### config.mk
export PLATFORM = sky130hd
export DESIGN_NAME = cbm_decoder
export DESIGN_NICKNAME = d
export VERILOG_FILES = /design/src/sv/cbm_pkg.sv /design/src/sv/cbm_decoder.sv
export SDC_FILE = /design/constraint.sdc
export NUM_CORES = 1
export LEC_CHECK = 0
export BUFFER_PORTS_ARGS = -buffer_cell sky130_fd_sc_hd__buf_2
export CORE_UTILIZATION = 47
export DETAILED_ROUTE_END_ITERATION = 7
export GPL_TIMING_DRIVEN = 0
export HOLD_SLACK_MARGIN = 0.06
export PLACE_DENSITY_LB_ADDON = 0.2
export SYNTH_ARGS = -nofsm -noshare
export SYNTH_HDL_FRONTEND = slang
export SYNTH_SLANG_ARGS = --single-unit
export TNS_END_PERCENT = 50
### constraint.sdc
create_clock -name clk -period 4.27 [get_ports clk]
set_input_delay 0 -clock clk [delete_from_list [all_inputs] [get_ports clk]]
set_output_delay 0 -clock clk [all_outputs]
set_load 0.05 [all_outputs]
### src/sv/cbm_pkg.sv
// Shared types, codes and constants of the cartridge bank mapper.
// Depends on nothing; every other file of the block but cbm_store imports it.
`default_nettype none

package cbm_pkg;

    // Default sizes of the two stores
    localparam int unsigned ROM_BYTES_DEFAULT      = 1048576;
    localparam int unsigned RAM_BANK_LIMIT_DEFAULT = 16;

    // Widest physical addresses the banking logic can form
    localparam int unsigned ROM_PHYS_W = 23;  // 9-bit bank, 14-bit offset
    localparam int unsigned RAM_PHYS_W = 17;  // 4-bit bank, 13-bit offset
    localparam int unsigned ROM_LIMIT_W = 24; // holds ROM_BYTES up to 8 MiB

    // Stream word layout
    localparam int unsigned S_TDATA_W = 48;
    localparam int unsigned OP_W      = 2;

    // Opcodes
    localparam logic [OP_W-1:0] OP_READ  = 2'd0;
    localparam logic [OP_W-1:0] OP_WRITE = 2'd1;
    localparam logic [OP_W-1:0] OP_LOAD  = 2'd2;

    // Mapper kinds
    localparam logic [1:0] KIND_PLAIN = 2'd0;
    localparam logic [1:0] KIND_MBC1  = 2'd1;
    localparam logic [1:0] KIND_MBC2  = 2'd2;
    localparam logic [1:0] KIND_MBC5  = 2'd3;

    // Register indexes on the configuration port
    localparam logic [1:0] REG_MAPPER_KIND     = 2'd0;
    localparam logic [1:0] REG_ROM_BANKS       = 2'd1;
    localparam logic [1:0] REG_RAM_BANKS       = 2'd2;
    localparam logic [1:0] REG_ROM_IMAGE_BYTES = 2'd3;

    // Source of a result byte
    localparam logic [1:0] SEL_OPEN = 2'd0;
    localparam logic [1:0] SEL_ROM  = 2'd1;
    localparam logic [1:0] SEL_RAM  = 2'd2;

    localparam logic [7:0] OPEN_BUS = 8'hFF;

    typedef struct packed {
        logic [1:0]  mapper_kind;
        logic [9:0]  rom_banks;
        logic [4:0]  ram_banks;
        logic [20:0] rom_image_bytes;
    } cfg_t;

    typedef struct packed {
        logic                  rom_en;
        logic                  rom_we;
        logic [ROM_PHYS_W-1:0] rom_addr;
        logic                  ram_en;
        logic                  ram_we;
        logic [RAM_PHYS_W-1:0] ram_addr;
        logic [7:0]            wdata;
    } mem_req_t;

    typedef struct packed {
        logic [1:0] sel;
        logic       fault;
    } rsp_t;

endpackage

`default_nettype wire

### src/sv/cbm_decoder.sv
// Bank registers and address translation of the cartridge bank mapper.
// Depends on cbm_pkg; drives the store requests and the result selection.
`default_nettype none

module cbm_decoder
    import cbm_pkg::*;
#(
    parameter int unsigned ROM_BYTES      = ROM_BYTES_DEFAULT,
    parameter int unsigned RAM_BANK_LIMIT = RAM_BANK_LIMIT_DEFAULT
) (
    input  wire logic            clk,
    input  wire logic            rst_n,
    input  wire cfg_t            cfg,
    input  wire logic            fire,
    input  wire logic [OP_W-1:0] opcode,
    input  wire logic [15:0]     cpu_address,
    input  wire logic [7:0]      bus_byte,
    input  wire logic [19:0]     image_offset,
    output mem_req_t             req,
    output rsp_t                 rsp
);

    localparam logic [ROM_LIMIT_W-1:0] ROM_CAPACITY = ROM_LIMIT_W'(ROM_BYTES);
    localparam logic [4:0]             RAM_LIMIT    = 5'(RAM_BANK_LIMIT);

    logic [8:0] rom_bank_reg, rom_bank_next;
    logic [3:0] ram_bank_reg, ram_bank_next;
    logic       ram_enable_reg, ram_enable_next;
    logic       adv_mode_reg, adv_mode_next;

    logic [4:0]             eff_banks;
    logic                   ram_on;
    logic [9:0]             rom_mask;
    logic [3:0]             ram_mask;
    logic [ROM_LIMIT_W-1:0] rom_limit;
    logic [ROM_LIMIT_W-1:0] image_len;
    logic [8:0]             rom_bank_sel;
    logic [ROM_PHYS_W-1:0]  rom_phys;
    logic                   rom_fault;
    logic [3:0]             ram_bank_idx;
    logic [12:0]            ram_off;
    logic [RAM_PHYS_W-1:0]  ram_phys;
    logic                   ram_fault;
    logic                   in_ram_window;
    logic                   is_mbc1;
    mem_req_t               req_raw;

    // Derive masks, limits and the translated addresses
    always_comb
    begin
        is_mbc1 = (cfg.mapper_kind == KIND_MBC1);

        if (cfg.mapper_kind == KIND_MBC2)
        begin
            eff_banks = 5'd1;
        end
        else if (cfg.ram_banks > RAM_LIMIT)
        begin
            eff_banks = RAM_LIMIT;
        end
        else
        begin
            eff_banks = cfg.ram_banks;
        end

        ram_on   = (eff_banks != 5'd0) &&
                   ((cfg.mapper_kind == KIND_PLAIN) || ram_enable_reg);
        rom_mask = cfg.rom_banks - 10'd1;
        ram_mask = 4'(eff_banks - 5'd1);

        image_len = ROM_LIMIT_W'(cfg.rom_image_bytes);
        rom_limit = (image_len > ROM_CAPACITY) ? ROM_CAPACITY : image_len;

        // ROM: window below 0x4000 holds bank 0 but in MBC1 advanced mode, switched window above it
        if (cpu_address[15:14] == 2'b00)
        begin
            rom_bank_sel = (is_mbc1 && adv_mode_reg) ?
                           ({2'b00, ram_bank_reg[1:0], 5'd0} & rom_mask[8:0]) : 9'd0;
        end
        else if (is_mbc1)
        begin
            rom_bank_sel = {2'b00, ram_bank_reg[1:0], rom_bank_reg[4:0]} & rom_mask[8:0];
        end
        else
        begin
            rom_bank_sel = rom_bank_reg & rom_mask[8:0];
        end
        rom_phys  = {rom_bank_sel, cpu_address[13:0]};
        rom_fault = ({1'b0, rom_phys} >= rom_limit);

        // RAM: bank per kind, MBC2 mirrors 512 nibbles
        case (cfg.mapper_kind)
            KIND_MBC1: ram_bank_idx = adv_mode_reg ? (ram_bank_reg & ram_mask) : 4'd0;
            KIND_MBC5: ram_bank_idx = ram_bank_reg & ram_mask;
            default:   ram_bank_idx = 4'd0;
        endcase
        ram_off   = (cfg.mapper_kind == KIND_MBC2) ? {4'd0, cpu_address[8:0]}
                                                   : cpu_address[12:0];
        ram_phys  = {ram_bank_idx, ram_off};
        ram_fault = ({1'b0, ram_bank_idx} >= eff_banks);

        in_ram_window = cpu_address inside {[16'hA000:16'hBFFF]};
    end

    // Decode the item into store requests and bank register updates
    always_comb
    begin
        rom_bank_next   = rom_bank_reg;
        ram_bank_next   = ram_bank_reg;
        ram_enable_next = ram_enable_reg;
        adv_mode_next   = adv_mode_reg;

        req_raw          = '0;
        req_raw.rom_addr = rom_phys;
        req_raw.ram_addr = ram_phys;
        req_raw.wdata    = bus_byte;
        rsp.sel          = SEL_OPEN;
        rsp.fault        = 1'b0;

        case (opcode)
            OP_READ:
            begin
                if (cpu_address[15] == 1'b0)
                begin
                    rsp.fault = rom_fault;
                    if (!rom_fault)
                    begin
                        req_raw.rom_en = 1'b1;
                        rsp.sel        = SEL_ROM;
                    end
                end
                else if (in_ram_window && ram_on)
                begin
                    rsp.fault = ram_fault;
                    if (!ram_fault)
                    begin
                        req_raw.ram_en = 1'b1;
                        rsp.sel        = SEL_RAM;
                    end
                end
            end

            OP_WRITE:
            begin
                case (cfg.mapper_kind)
                    KIND_MBC1:
                    begin
                        if (cpu_address < 16'h2000)
                        begin
                            ram_enable_next = (bus_byte[3:0] == 4'hA);
                        end
                        else if (cpu_address < 16'h4000)
                        begin
                            rom_bank_next = (bus_byte[4:0] != 5'd0) ?
                                            {4'd0, bus_byte[4:0]} : 9'd1;
                        end
                        else if (cpu_address < 16'h6000)
                        begin
                            ram_bank_next = {2'b00, bus_byte[1:0]};
                        end
                        else if (cpu_address < 16'h8000)
                        begin
                            adv_mode_next = bus_byte[0];
                        end
                    end
                    KIND_MBC2:
                    begin
                        if (cpu_address < 16'h4000)
                        begin
                            if (cpu_address[8])
                            begin
                                rom_bank_next = (bus_byte[3:0] != 4'd0) ?
                                                {5'd0, bus_byte[3:0]} : 9'd1;
                            end
                            else
                            begin
                                ram_enable_next = (bus_byte[3:0] == 4'hA);
                            end
                        end
                    end
                    KIND_MBC5:
                    begin
                        if (cpu_address < 16'h2000)
                        begin
                            ram_enable_next = (bus_byte[3:0] == 4'hA);
                        end
                        else if (cpu_address < 16'h3000)
                        begin
                            rom_bank_next = {rom_bank_reg[8], bus_byte};
                        end
                        else if (cpu_address < 16'h4000)
                        begin
                            rom_bank_next = {bus_byte[0], rom_bank_reg[7:0]};
                        end
                        else if (cpu_address < 16'h6000)
                        begin
                            ram_bank_next = bus_byte[3:0] & ram_mask;
                        end
                    end
                    default: ;
                endcase

                if (in_ram_window && ram_on)
                begin
                    rsp.fault = ram_fault;
                    if (!ram_fault)
                    begin
                        req_raw.ram_en = 1'b1;
                        req_raw.ram_we = 1'b1;
                        if (cfg.mapper_kind == KIND_MBC2)
                        begin
                            req_raw.wdata = {4'hF, bus_byte[3:0]};
                        end
                    end
                end
            end

            OP_LOAD:
            begin
                if (ROM_LIMIT_W'(image_offset) < ROM_CAPACITY)
                begin
                    req_raw.rom_en   = 1'b1;
                    req_raw.rom_we   = 1'b1;
                    req_raw.rom_addr = ROM_PHYS_W'(image_offset);
                end
                else
                begin
                    rsp.fault = 1'b1;
                end
            end

            default: ;
        endcase

        req        = req_raw;
        req.rom_en = req_raw.rom_en & fire;
        req.ram_en = req_raw.ram_en & fire;
    end

    // Hold the bank registers, advance them on an accepted word
    always_ff @(posedge clk or negedge rst_n)
    begin
        if (!rst_n)
        begin
            rom_bank_reg   <= 9'd1;
            ram_bank_reg   <= 4'd0;
            ram_enable_reg <= 1'b0;
            adv_mode_reg   <= 1'b0;
        end
        else if (fire)
        begin
            rom_bank_reg   <= rom_bank_next;
            ram_bank_reg   <= ram_bank_next;
            ram_enable_reg <= ram_enable_next;
            adv_mode_reg   <= adv_mode_next;
        end
    end

endmodule

`default_nettype wire

==> qor.yml <==
critical_path:
  startpoint_type: "input port"
  r2r_end: "rom_bank_reg[8]"
  crit_fanout: 10
  slowest_stage: "a2111oi_1"
  r2r-start: "rom_bank_reg[8]"
  crit_required_ps: 4270
  critPathArrivalTime_ps: 3680
  cpLargestDelayFamily: "compound AO/OA/AOI/OAI gates"
  cp-end-kind: "primary output"
  cp_cell_sequence: "buf_2 > nand2b_1 > clkbuf_1 > nor2b_1 > nand2_1 > ha_1 > nor3b_2 > ha_1 > a21o_1 > a211o_1 > a2111oi_1 > or2_1 > buf_2"
  path_class: "in2out"
  cpPeakStageDelay_ps: 900
  rrSetupSlack_ps: 3440
  r2r_cells: 2
  cp_num_buf_inv: 3
timing:
  finalWorstSetupSlack_ps: 594.9
  fmax_mhz: 272.1
  min_period_ps: 3675
  setup_viol: 0
  rsz0062_at_grt: "no"
  finalMaxSlewViolations: 0
  whs_ps: 76.25
  finalCritPeriodShare: 0.8607
  setup_tns_ps: 0
  skew_ps: 0
  finalHoldViolCount: 0
  tightest_slew_ps: 1034
  slew_headroom: 0.3092
min_path:
  hold_path_class: "in2reg"
  holdPathStages: 3
  min_to: "ram_bank_reg[3]"
  worstHoldStart: "bus_byte[3]"
placement:
  dp_hpwl_um: 6081
  gp_congestion: 0.8987
  place_inst: 512
  place_ws_ps: 604.6
  portBuffers: 138
  place_area_sq_mm: 0.003153
clock_network:
  cts_buffer_depth: 2
  clock_latency_ps: 250
  cts_buffers: 3
  cts_resized: 0
  tritoncts: "yes"
  cts.sinks: 15
  htree_levels: 1
  root_buffer: "clkbuf_8"
  cts_setup_buffers: 0
  clk_pin_slew_worst_paths_ps: 60
drt:
  met3_length_um: 477
  met2WireLength_um: 3314
  drt_iter0_drc: 163
  wl_met1_um: 3229
  ant_nets: 0
  wirelength_um: 7165
  post_drt_via_cell_ratio: 5.352
  dr.pass1.iters: 4
  wire_per_inst_um: 13.70
  top_layer: "met4"
  drc: 0
  vias: 2799
finish:
  multi_input_area_sq_mm: 0.001800
  nets: 572
  area_growth_pct: 37.76
  fillerInstances: 439
  drive_above_1_share: 0.4013
  final_cell_count_no_fill: 523
  stdcell_area_sq_mm: 0.003268
  n_antenna_cell: 0
  seqCellArea_sq_um: 376.6
  utilization: 0.6829
  largest_reg_flops: 9
synth:
  synthSimpleGateAreaFrac: 0.2711
  synthAdderAreaFrac: 0.1477
  synth_compound_area_frac: 0.1846
  synth-edff-count: 0
  seq_area_frac_synth: 0.1588
  synth-seq-cells: 15
  yosys_warnings: 0
  synth.distinct_cells: 57
  muxShareOfSynthArea: 0.1308
  postSynthAreaPerCell_sq_um: 7.727
  synth_top_family_by_area: "simple AND/OR/NAND/NOR gates"
  synth_xor_area_frac: 0.02215
  synthCells: 307
  synthArstFlopShare: 1.000
  syn-num-nets: 422
  syn_area_sq_mm: 0.002372
  synth-main-ff-cell: "dfrtp_1"
global_routing:
  grt_antenna_before_repair: 0
  gr-usage-all-layers: 0.2667
  grt_pass1_vias: 2593
  grt_pass1_wl_um: 11300
  grt.overflow.total: 0
  grt_max_degree: 16
floorplanning:
  dieHeight_um: 73.05
  die_w_um: 73.05
  initial_core_util: 0.4957
  rows: 25
  num_io_pins: 142
  fp.coreArea_sq_mm: 0.004786
  fp.dieArea_sq_mm: 0.005336
power_and_ir_drop:
  p_sw_mw: 0.3308
  clockPowerShare: 0.162
  p_leak_nw: 1.679
  power_density_mw_per_mm2: 218.9
  ir_drop_mv: 0.1236
  p_int_mw: 0.3846
  pwr-share-comb: 0.586
  p_total_mw: 0.7154
  power.share.switching: 0.4624
  seqPwrFrac: 0.252
run_status:
  outcome: "finished, final reports clean"
run:
  max-cap-violations: 0
==> cell families after synthesis <==
| logic type | Yosys count |
|---|---|
| buffers and inverters | 40 |
| xor gates and xnor gates | 6 |
| AOI/OAI and AO/OA | 64 |
| DFF | 15 |
| muxes | 28 |
| and+or+nand+nor | 126 |
| adders and majority gates | 28 |
==> layer usage <==
| metal | GRT usage | up-vias |
|---|---|---|
| li1 | - | 1404 |
| met3 | 0.03729 | 14 |
| met5 | 0 | - |
| met2 | 0.4547 | 121 |
| met4 | 0.06318 | 0 |
| met1 | 0.3535 | 1260 |
==> synth_stat cells, drive strengths merged, types with 6 or more instances <==
cell type  number  area, sq um
o21ai          16        80.08
buf            15        107.6
ha             28        350.3
nand2          43        161.4
nor2           20        75.07
mux2           24        270.3
inv            16        60.06
nand3           9        50.05
nand2b          6        37.54
and2            6        37.54
nor3            6        30.03
nor4            7        43.79
dfrtp          14        350.3
a21oi          13        65.06
clkbuf          8        30.03
==> cell usage in the layout (no fill, tap or decap), types with 2 or more instances in the layout <==
cell type	n
buf_2	140
nand2_1	43
ha_1	28
nor2_1	20
mux2_2	19
inv_1	16
o21ai_0	14
dfrtp_1	14
a21oi_1	13
buf_4	13
clkbuf_1	9
nand3_1	8
nor4_1	7
dlygate4sd3_1	7
nand2b_1	6
and2_1	6
nor3_1	6
nor2b_1	5
or2_1	5
mux2_1	5
o31ai_1	4
mux2i_1	4
xor2_1	3
a21o_1	3
xnor2_1	3
and3_1	3
nor3b_1	3
nand4_1	3
a31oi_1	3
a211oi_1	3
clkbuf_8	3
o21a_1	2
a211o_1	2
nand3b_1	2
or3_1	2
a32oi_1	2
o211ai_1	2
o21ai_1	2
a21boi_1	2
==> final cells by class <==
class / instances / share of cell area
timing repair buffer: 145 / 0.2328
sequential: 15 / 0.1152
clock buffer: 4 / 0.01378
tap: 67 / 0.02565
inverter: 17 / 0.01953
buffer: 23 / 0.04211
multi-input combinational: 252 / 0.5509
==> power groups by stage <==
| stage | Sequential, mW | Combinational, mW | Clock, mW |
|---|---|---|---|
| 3_3_place_gp | 0.182 | 0.403 | 0 |
| 5_1_grt | 0.183 | 0.457 | 0.126 |
| 6_report | 0.180 | 0.419 | 0.116 |
| 3_5_place_dp | 0.182 | 0.412 | 0 |
| 4_1_cts | 0.180 | 0.419 | 0.118 |
| 2_1_floorplan | 0.178 | 0.291 | 0 |
==> worst reg2reg max path: stages, from the launching register on <==
cell and delay, ps:
dfrtp_1 390, a21boi_1 130, a41o_1 210
==> worst max-delay path by stage <==
| stage | endpoint | from | cells after the start | slack (ps) |
|---|---|---|---|---|
| detailed placement | req[5] | cfg[36] | 13 | 600 |
| global placement | req[5] | cfg[36] | 13 | 310 |
| finish | req[5] | cfg[36] | 13 | 590 |
| floorplan | req[26] | cfg[36] | 11 | 360 |
| global route | req[5] | cfg[36] | 13 | 360 |
| CTS | req[5] | cfg[36] | 13 | 600 |
==> repair_timing <==
item / in CTS / in global routing
hold buffers: 7 / 0
endpoints found under the setup margin: 0 / 0
endpoints found under the hold margin: 22 / 0
Note: power is estimated with default switching activity, not from simulation.
