**src/sv/cbm_pkg.sv**
```systemverilog
// Shared types, codes and constants of the cartridge bank mapper.
// Depends on nothing; every other file of the block but cbm_store imports it.
`default_nettype none

package cbm_pkg;

    // Default sizes of the two stores
    localparam int unsigned ROM_BYTES_DEFAULT      = 1048576;
    localparam int unsigned RAM_BANK_LIMIT_DEFAULT = 16;

    // Widest physical addresses the banking logic can form
    localparam int unsigned ROM_PHYS_W = 23;  // 9-bit bank, 14-bit offset
    localparam int unsigned RAM_PHYS_W = 17;  // 4-bit bank, 13-bit offset
    localparam int unsigned ROM_LIMIT_W = 24; // holds ROM_BYTES up to 8 MiB

    // Stream word layout
    localparam int unsigned S_TDATA_W = 48;
    localparam int unsigned OP_W      = 2;

    // Opcodes
    localparam logic [OP_W-1:0] OP_READ  = 2'd0;
    localparam logic [OP_W-1:0] OP_WRITE = 2'd1;
    localparam logic [OP_W-1:0] OP_LOAD  = 2'd2;

    // Mapper kinds
    localparam logic [1:0] KIND_PLAIN = 2'd0;
    localparam logic [1:0] KIND_MBC1  = 2'd1;
    localparam logic [1:0] KIND_MBC2  = 2'd2;
    localparam logic [1:0] KIND_MBC5  = 2'd3;

    // Register indexes on the configuration port
    localparam logic [1:0] REG_MAPPER_KIND     = 2'd0;
    localparam logic [1:0] REG_ROM_BANKS       = 2'd1;
    localparam logic [1:0] REG_RAM_BANKS       = 2'd2;
    localparam logic [1:0] REG_ROM_IMAGE_BYTES = 2'd3;

    // Source of a result byte
    localparam logic [1:0] SEL_OPEN = 2'd0;
    localparam logic [1:0] SEL_ROM  = 2'd1;
    localparam logic [1:0] SEL_RAM  = 2'd2;

    localparam logic [7:0] OPEN_BUS = 8'hFF;

    typedef struct packed {
        logic [1:0]  mapper_kind;
        logic [9:0]  rom_banks;
        logic [4:0]  ram_banks;
        logic [20:0] rom_image_bytes;
    } cfg_t;

    typedef struct packed {
        logic                  rom_en;
        logic                  rom_we;
        logic [ROM_PHYS_W-1:0] rom_addr;
        logic                  ram_en;
        logic                  ram_we;
        logic [RAM_PHYS_W-1:0] ram_addr;
        logic [7:0]            wdata;
    } mem_req_t;

    typedef struct packed {
        logic [1:0] sel;
        logic       fault;
    } rsp_t;

endpackage

`default_nettype wire

```
**src/sv/cbm_apb_regs.sv**
```systemverilog
// APB configuration registers of the cartridge bank mapper.
// Depends on cbm_pkg for the register indexes and the cfg_t bundle.
`default_nettype none

module cbm_apb_regs
    import cbm_pkg::*;
(
    input  wire logic        clk,
    input  wire logic        rst_n,
    input  wire logic        psel,
    input  wire logic        penable,
    input  wire logic        pwrite,
    input  wire logic [3:0]  paddr,
    input  wire logic [31:0] pwdata,
    output logic      [31:0] prdata,
    output logic             pready,
    output cfg_t             cfg
);

    cfg_t       cfg_reg;
    logic [1:0] reg_index;
    logic       wr_en;

    assign reg_index = paddr[3:2];
    assign pready    = 1'b1;
    assign wr_en     = psel & penable & pwrite & pready;

    // Update the addressed register
    always_ff @(posedge clk or negedge rst_n)
    begin
        if (!rst_n)
        begin
            cfg_reg.mapper_kind     <= KIND_PLAIN;
            cfg_reg.rom_banks       <= 10'd2;
            cfg_reg.ram_banks       <= 5'd0;
            cfg_reg.rom_image_bytes <= 21'd0;
        end
        else if (wr_en)
        begin
            case (reg_index)
                REG_MAPPER_KIND:     cfg_reg.mapper_kind     <= pwdata[1:0];
                REG_ROM_BANKS:       cfg_reg.rom_banks       <= pwdata[9:0];
                REG_RAM_BANKS:       cfg_reg.ram_banks       <= pwdata[4:0];
                REG_ROM_IMAGE_BYTES: cfg_reg.rom_image_bytes <= pwdata[20:0];
                default: ;
            endcase
        end
    end

    // Return the addressed register
    always_comb
    begin
        case (reg_index)
            REG_MAPPER_KIND:     prdata = {30'd0, cfg_reg.mapper_kind};
            REG_ROM_BANKS:       prdata = {22'd0, cfg_reg.rom_banks};
            REG_RAM_BANKS:       prdata = {27'd0, cfg_reg.ram_banks};
            REG_ROM_IMAGE_BYTES: prdata = {11'd0, cfg_reg.rom_image_bytes};
            default:             prdata = 32'd0;
        endcase
    end

    assign cfg = cfg_reg;

endmodule

`default_nettype wire

```
**config.mk**
```make
export PLATFORM = sky130hd
export DESIGN_NAME = cbm_apb_regs
export DESIGN_NICKNAME = d
export VERILOG_FILES = /design/src/sv/cbm_pkg.sv /design/src/sv/cbm_apb_regs.sv
export SDC_FILE = /design/constraint.sdc
export NUM_CORES = 1
export LEC_CHECK = 0
export BUFFER_PORTS_ARGS = -buffer_cell sky130_fd_sc_hd__buf_2
export CORE_AREA = 2 2 82 60
export DETAILED_ROUTE_END_ITERATION = 10
export DIE_AREA = 0 0 84 62
export HOLD_SLACK_MARGIN = 0.15
export PLACE_DENSITY = 0.84
export SYNTH_ARGS = -nofsm -noshare
export SYNTH_HDL_FRONTEND = slang
export SYNTH_SLANG_ARGS = --single-unit
export TNS_END_PERCENT = 30
```
**constraint.sdc**
```tcl
create_clock -name clk -period 0.95 [get_ports clk]
set_input_delay 0 -clock clk [delete_from_list [all_inputs] [get_ports clk]]
set_output_delay 0 -clock clk [all_outputs]
set_load 0.02 [all_outputs]
```
==> impl_metrics.toml, run 1 <==
[worst_setup_path]
critPathLaunchType = "flip-flop"
cp_cell_sequence = "mux2_4 > a22o_4 > buf_6"
worstPathMaxFanout = 2
cpPeakStageDelay_ns = 0.40
crit_path_end_kind = "output pin"
worstPathArrival_ns = 1.32
path_class = "flip-flop to output pin"
cp_data_required_time_ns = 0.95
ff2ff_path_depth = 3
critPathSlowestCell = "dfrtp_2"

[clocking]
cts_max_path_buffers = 2
cts_tree = "yes"
clock_sink_count = 38
cts.root.buffer_cell = "clkbuf_8"
clk_latency_ns = 0.28
h-tree-depth = 2
numCtsBuffers = 5
clkSlewWorstSetupHoldPaths_ns = 0.07

[place]
gp_congestion = 0.6878
hpwl_um = 3089
dp.cells = 291
place_area_sq_mm = 0.002469
io_buffers = 86

[run]
cap_violations = 0

[finish]
nets = 312
antennaDiodeCount = 0
drive_above_1_share_pct = 63.97
final_cell_area_sq_mm = 0.003029
area_growth_pct = 63.47
stdcell_count = 329
largest_reg_flops = 38
fillers = 363
final_cell_mix = "buf_2 (63), dfrtp_1 (36), mux2_2 (33)"
layout_commonest_cell = "buf_2"

[synth]
yosys_warnings = 0
ys_ff_latch = 38
synth_area_sq_mm = 0.001853
synthCells = 136
avgSynthCellArea_sq_um = 13.63
yosysSeqAreaShare_pct = 51.38
ys_types = 20

[floorplan]
core_area_sq_mm = 0.004546
row_count = 21
fp.dieW_um = 84
die_h_um = 62
io_pins = 112
die-area_sq_mm = 0.005208
start_util_pct = 40.77

[timing]
max_clock_freq_mhz = 759.9
hold_viol = 0
rsz0062_at_grt = "yes"
fin_setup_tns_ns = -2.950
slew_violations = 0
layout_min_cycle_time_ns = 1.316
finalCritPeriodShare_pct = 138.5
layout_setup_ws_ns = -0.3660
setup_viol = 24
clock_skew_ns = 0

[drt]
antenna_left = 0
via_per_inst = 4.690
dr.first_iter.drc_count = 34
wl_per_cell_um = 14.39
dr.pass1.iters = 4
vias = 1543
drc = 0
wl_um = 4735

[min_path]
min_path_type = "primary input to async pin"

[power]
p_int_mw = 4.063
power.density_mw_per_mm2 = 2030
switching_share_pct = 33.91
combPwrFrac_pct = 44.8
p_clk_share_pct = 18.4
p_leak_nw = 1.582
p_sw_mw = 2.085
p_seq_share_pct = 36.7
vdd_drop_max_uv = 1286

[grt]
antenna_found_initial = 0
grtUsageTotal_pct = 18.26
grt_max_degree = 39
grt_pass1_wl_um = 7148
grt_remaining_overflow = 0
grt_pass1_vias = 1471

[status]
status = "complete, but fails checks"
failed_checks = "negative setup slack"
timing repair:
action                                  CTS  global route
gates resized for setup                  40            20
buffers inserted                          8             2
pin swaps                                 3             2
hold buffers                             22             0
endpoints found under the setup margin   31            39
hold endpoints to repair                 76             0
cells in the mapped netlist:
cell	count	area share (%)
nor3b_1	1	0.41
nand2_1	1	0.20
nor2b_1	6	2.0
buf_2	4	1.1
mux2i_1	5	2.7
clkbuf_1	3	0.61
conb_1	2	0.41
mux2_4	5	4.1
nand3_1	1	0.27
buf_6	2	1.2
and3_1	11	3.7
buf_4	13	5.3
dfstp_2	1	1.4
or3b_1	1	0.47
dfrtp_1	37	50
nor3_1	1	0.27
mux2_2	36	22
mux4_2	2	2.4
nor2_1	1	0.20
a22o_1	3	1.4
layer usage:
metal | up-vias | routed length [um] | GRT usage (%)
li1 | 725 | - | -
met1 | 747 | 1937 | 22.47
met2 | 60 | 2464 | 31.89
met3 | 11 | 249 | 4.359
met4 | 0 | 85 | 8.065
met5 | - | 0 | 0
power by group through the flow:
stage | Sequential, mW | Clock, mW | Combinational [mW]
final | 2.26 | 1.13 | 2.76
after global routing | 2.31 | 1.25 | 2.93
after CTS | 2.23 | 1.16 | 2.64
after detailed placement | 2.27 | 0 | 2.16
after global placement | 2.25 | 0 | 2.12
after floorplan | 2.75 | 0 | 0.837
worst paths after layout:
kind	from	to	slack, ns
min reg2reg	cfg[11]	cfg[11]	0.53
min	rst_n	cfg[36]	0.21
max	cfg[2]	prdata[2]	-0.37
max reg2reg	cfg[0]	cfg[0]	-0.03
min in group clk	paddr[3]	cfg[34]	0.25
max in group asynchronous	rst_n	cfg[27]	0.49
cell families (layout without fill, tap and decap cells):
family,Yosys count,in the layout,synth area share [%]
muxes,48,48,31.06
DFF,38,38,51.38
and+or+nand+nor,23,23,7.562
buffers and inverters,22,148,8.170
AOI/OAI and AO/OA,3,3,1.418
other,2,12,0.4053
cell type report:
class / count / area, sq um / share of cell area [%]
repair buffers: 140 / 1094 / 36.10
flip-flops and latches: 38 / 953.4 / 31.47
multi-input cells: 86 / 819.5 / 27.05
clock buffers: 7 / 86.33 / 2.850
well taps: 57 / 71.32 / 2.354
clock inverters: 1 / 5.005 / 0.1652
worst max-delay path: cells and delay by family (launching register included):
| kind | cells | cell delay (ns) |
|---|---|---|
| flops | 1 | 0.40 |
| compound gates | 1 | 0.24 |
| mux | 1 | 0.26 |
| buf+inv | 1 | 0.12 |
through the flow:
stage	utilization [%]	hold slack [ns]	power, mW	worst slack, ns
detailed placement	54.31	-0.01920	4.431	-0.2637
floorplan	-	-0.2956	3.584	-0.06206
CTS	65.32	0.2142	6.040	-0.3769
global route	66.64	0.2414	6.491	-0.4078
global placement	54.31	-0.01982	4.371	-0.2306
finish	66.64	0.2118	6.148	-0.3660
No activity file was read; power rests on OpenSTA's default activity.
==> inputs of run 2 (changes only) <==
--- a/config.mk
+++ b/config.mk
@@ -6,11 +6,11 @@
 export NUM_CORES = 1
 export LEC_CHECK = 0
 export BUFFER_PORTS_ARGS = -buffer_cell sky130_fd_sc_hd__buf_2
-export CORE_AREA = 2 2 82 60
+export CORE_AREA = 2 2 85 62
 export DETAILED_ROUTE_END_ITERATION = 10
-export DIE_AREA = 0 0 84 62
+export DIE_AREA = 0 0 87 64
 export HOLD_SLACK_MARGIN = 0.15
-export PLACE_DENSITY = 0.84
+export PLACE_DENSITY = 0.8
 export SYNTH_ARGS = -nofsm -noshare
 export SYNTH_HDL_FRONTEND = slang
 export SYNTH_SLANG_ARGS = --single-unit
==> impl_metrics.toml, run 2 (synthesis results as in run 1) <==
[status]
status = "complete, but fails checks"
failed_checks = "negative setup slack"

[worst_setup_path]
cpPeakStageDelay_ns = 0.41
cp_data_required_time_ns = 0.95
crit_family = "flip-flops"
r2r-start = "cfg[25]"
cp_cell_sequence = "mux2_4 > a22o_4 > buf_6"
path_class = "flip-flop to output pin"
critPathSlowestCell = "dfrtp_2"
worstPathArrival_ns = 1.33
critPathLaunchType = "flip-flop"
crit_path_end_kind = "output pin"
critPathLaunch = "cfg[2]"
worstPathMaxFanout = 2
worst-path-buf-inv = 1

[clocking]
cts.root.buffer_cell = "clkbuf_8"
h-tree-depth = 2
numCtsBuffers = 5
clock_sink_count = 38
cts_tree = "yes"
cts_max_path_buffers = 2
clkSlewWorstSetupHoldPaths_ns = 0.07
clk_latency_ns = 0.28

[power]
vdd_drop_max_uv = 1137
p_leak_nw = 1.603
power.density_mw_per_mm2 = 2080

[drt]
drt-met1-wl_um = 1975
dr.first_iter.drc_count = 47
wl_met2_um = 2523
highest_layer = "met4"
antenna_left = 0
wl_um = 4795
wl_met3_um = 229
vias = 1516
wl_per_cell_um = 14.57
drc = 0
dr.pass1.iters = 4
via_per_inst = 4.608

[floorplan]
die_h_um = 64
core_area_sq_mm = 0.004703
row_count = 21
die-area_sq_mm = 0.005568
fp.dieW_um = 87
start_util_pct = 39.40
io_pins = 112

[timing]
rsz0062_at_grt = "yes"
hold_viol = 0
slew_violations = 0
max_clock_freq_mhz = 750.9
hold_slack_ns = 0.2059
layout_min_cycle_time_ns = 1.332
setup_viol = 24
clock_skew_ns = 0
finalCritPeriodShare_pct = 140.2
layout_setup_ws_ns = -0.3818

[finish]
largest_reg_flops = 38
fillers = 366
drive_above_1_share_pct = 64.71
nets = 312
antennaDiodeCount = 0
register_area_sq_um = 953.4
multi_input_area_sq_um = 824.5
layout_commonest_cell = "buf_2"
final_cell_mix = "buf_2 (57), buf_6 (42), dfrtp_1 (36)"
area_growth_pct = 67.59

[grt]
grtUsageTotal_pct = 18.34
grt_max_degree = 39
antenna_found_initial = 0
grt_remaining_overflow = 0
grt_pass1_vias = 1586
grt_pass1_wl_um = 7659

[place]
dp_slack_ns = -0.2683
hpwl_um = 3156
io_buffers = 86
gp_congestion = 0.7356

[run]
cap_violations = 0

[min_path]
min_path_type = "primary input to async pin"
[run 2: changes by cell type in the layout (fill, tap and decap cells not counted), sizes merged]
| cell | delta |
|---|---|
| clkbuf | +1 |
| clkinv | -1 |
[run 2: worst register-to-register path, stage by stage, from the launching register on]
cell and delay, ns:
dfrtp_1 0.42, buf_6 0.14, mux2_4 0.25
[run 2: stage by stage]
| step | power (mW) | cell area, sq um | util (%) | TNS [ns] | std cells |
|---|---|---|---|---|---|
| CTS | 6.216 | 2974 | 63.23 | -2.985 | 325 |
| finish | 6.458 | 3105 | 66.03 | -2.788 | 329 |
| floorplan | 3.584 | 1918 | - | -0.6449 | 146 |
| detailed placement | 4.457 | 2454 | 52.17 | -7.569 | 289 |
| global placement | 4.400 | 2454 | 52.17 | -6.800 | 289 |
| global route | 6.821 | 3105 | 66.03 | -4.415 | 329 |
[run 2: routing by layer]
layer,vias up,track usage [%]
li1,725,-
met1,733,22.47
met2,51,31.39
met3,7,4.910
met4,0,5.664
met5,-,0
[run 2: timing repair]
item,in CTS,in global routing
resized for setup,46,29
setup endpoints to repair,32,39
hold endpoints to repair,76,0
hold buffers,22,0
buffers inserted,6,4
pin swaps,1,1
[run 2: final cells by class]
class	instances	share of cell area [%]
well taps	57	2.297
clock buffers	8	3.546
multi-input cells	86	26.55
repair buffers	140	36.91
flip-flops and latches	38	30.70
[run 2: power by group]
group	total, mW	internal [mW]	switching (mW)	leakage [nW]
Clock	1.27	0.732	0.538	0.0575
Combinational	2.92	1.59	1.32	1.08
Sequential	2.27	2.01	0.266	0.463
[run 2: path summary, 6_finish.rpt]
check | endpoint | slack (ns) | cells past startpoint
max | prdata[2] | -0.38 | 3
min | cfg[10] | 0.21 | 3
max reg2reg | cfg[25] | 0.04 | 2
min reg2reg | cfg[15] | 0.53 | 1
max in group asynchronous | cfg[27] | 0.49 | 3
min in group clk | cfg[37] | 0.30 | 4
==> inputs of run 3 (changes only) <==
--- a/config.mk
+++ b/config.mk
@@ -7,10 +7,12 @@
 export LEC_CHECK = 0
 export BUFFER_PORTS_ARGS = -buffer_cell sky130_fd_sc_hd__buf_2
 export CORE_AREA = 2 2 85 62
+export CTS_BUF_LIST = sky130_fd_sc_hd__clkbuf_16
 export DETAILED_ROUTE_END_ITERATION = 10
 export DIE_AREA = 0 0 87 64
 export HOLD_SLACK_MARGIN = 0.15
 export PLACE_DENSITY = 0.8
+export REMOVE_ABC_BUFFERS = 1
 export SYNTH_ARGS = -nofsm -noshare
 export SYNTH_HDL_FRONTEND = slang
 export SYNTH_SLANG_ARGS = --single-unit
==> impl_metrics.toml, run 3 (synthesis results as in run 1) <==
[status]
failed_checks = "negative setup slack"
status = "complete, but fails checks"

[clocking]
cts.root.buffer_cell = "clkbuf_16"
h-tree-depth = 2
clk_latency_ns = 0.28
cts_max_path_buffers = 2
clkSlewWorstSetupHoldPaths_ns = 0.06
numCtsBuffers = 5
clock_sink_count = 38
cts_tree = "yes"

[timing]
max_clock_freq_mhz = 763.6
layout_setup_ws_ns = -0.3596
layout_min_cycle_time_ns = 1.310
fin_setup_tns_ns = -2.561
rsz0062_at_grt = "yes"
finalCritPeriodShare_pct = 137.9
slew_violations = 0
clock_skew_ns = 0
setup_viol = 22
hold_viol = 0
hold_slack_ns = 0.1739

[floorplan]
io_pins = 112
die-area_sq_mm = 0.005568
die_h_um = 64
fp.dieW_um = 87
start_util_pct = 39.40
row_count = 21
core_area_sq_mm = 0.004703

[finish]
drive_above_1_share_pct = 64.96
stdcell_count = 331
area_growth_pct = 68.74
fillers = 325
final_cell_area_sq_mm = 0.003127
largest_reg_flops = 38
antennaDiodeCount = 0
nets = 314
final_cell_mix = "buf_2 (56), dfrtp_1 (37), mux2_2 (36)"
layout_commonest_cell = "buf_2"

[drt]
dr.first_iter.drc_count = 44
wl_um = 5441
antenna_left = 0
via_per_inst = 4.782
wl_per_cell_um = 16.44
vias = 1583
drc = 0
dr.pass1.iters = 4

[worst_setup_path]
cp_data_required_time_ns = 0.95
worstPathMaxFanout = 2
cp_cell_sequence = "mux4_2 > buf_6"
worstPathArrival_ns = 1.31
path_class = "flip-flop to output pin"
critPathLaunchType = "flip-flop"
critPathSlowestCell = "mux4_2"
crit_path_end_kind = "output pin"
cpPeakStageDelay_ns = 0.48

[place]
gp_congestion = 0.7049
hpwl_um = 3371
io_buffers = 86
place_area_sq_mm = 0.002461
dp_slack_ns = -0.2554
dp.cells = 292

[power]
p_clk_share_pct = 26.7
p_leak_nw = 1.602
p_sw_mw = 2.232
combPwrFrac_pct = 40.5
vdd_drop_max_uv = 1371
p_seq_share_pct = 32.8
power.density_mw_per_mm2 = 2222
switching_share_pct = 32.13
p_int_mw = 4.716

[grt]
antenna_found_initial = 0
grt_remaining_overflow = 0
grt_pass1_wl_um = 8183
grt_max_degree = 26
grt_pass1_vias = 1663
grtUsageTotal_pct = 19.37

[min_path]
min_path_type = "primary input to async pin"

[run]
cap_violations = 0
## run 3: changes by cell type in the layout (fill, tap and decap cells not counted), moves of 2 or more
cell	change
clkbuf_8	-8
and3_4	+3
clkbuf_16	+5
and3_1	-3
clkinv_2	+2
mux2_2	+3
buf_4	+15
mux2_4	-3
buf_6	-12
## run 3: path summary, 6_finish.rpt
kind	slack, ns	start	end	cells past startpoint
worst min-delay path	0.17	rst_n	cfg[0]	2
worst min register to register	0.53	cfg[14]	cfg[14]	1
worst max-delay path	-0.36	cfg[21]	prdata[0]	2
max in group asynchronous	0.32	rst_n	cfg[34]	3
min in group clk	0.27	paddr[2]	cfg[36]	4
worst max register to register	0.02	cfg[34]	cfg[34]	2
## run 3: routing by layer
layer	GRT usage, %	share of wire, %	up-vias
li1	-	-	727
met1	22.40	40	778
met2	33.02	51	70
met3	8.140	8.0	8
met4	5.078	1.2	0
met5	0	0	-
## run 3: per-stage QoR
step	total power, mW	util, %
after floorplan	3.490	-
after global placement	4.425	52.33
after detailed placement	4.473	52.33
after CTS	6.659	62.81
after global routing	7.271	66.48
final	6.949	66.48
## run 3: worst max-delay path: cells and delay by family (launching register included)
| family | cells | cell delay, ns |
|---|---|---|
| muxes | 1 | 0.48 |
| buffers and inverters | 1 | 0.15 |
| DFF | 1 | 0.40 |
## run 3: power by group through the flow
stage | logic [mW] | clock network, mW | registers [mW]
after global placement | 2.16 | 0 | 2.27
after floorplan | 0.747 | 0 | 2.74
after detailed placement | 2.19 | 0 | 2.28
after global routing | 2.97 | 1.98 | 2.32
final | 2.81 | 1.86 | 2.28
after CTS | 2.51 | 1.88 | 2.27
## run 3: area by class of cell
type	instances	area, sq um	area share [%]
Clock inverter	3	40.04	1.281
Clock buffer	5	125.1	4.002
Multi-Input combinational cell	86	819.5	26.21
Sequential cell	38	952.2	30.45
Timing Repair Buffer	142	1119	35.77
Tap cell	57	71.32	2.281
## run 3: timing repair
action | 4_1_cts | 5_1_grt
setup endpoints to repair | 28 | 52
endpoints found under the hold margin | 76 | 0
resized for setup | 30 | 35
pin swaps | 1 | 0
hold buffers | 22 | 0
setup buffers | 2 | 7
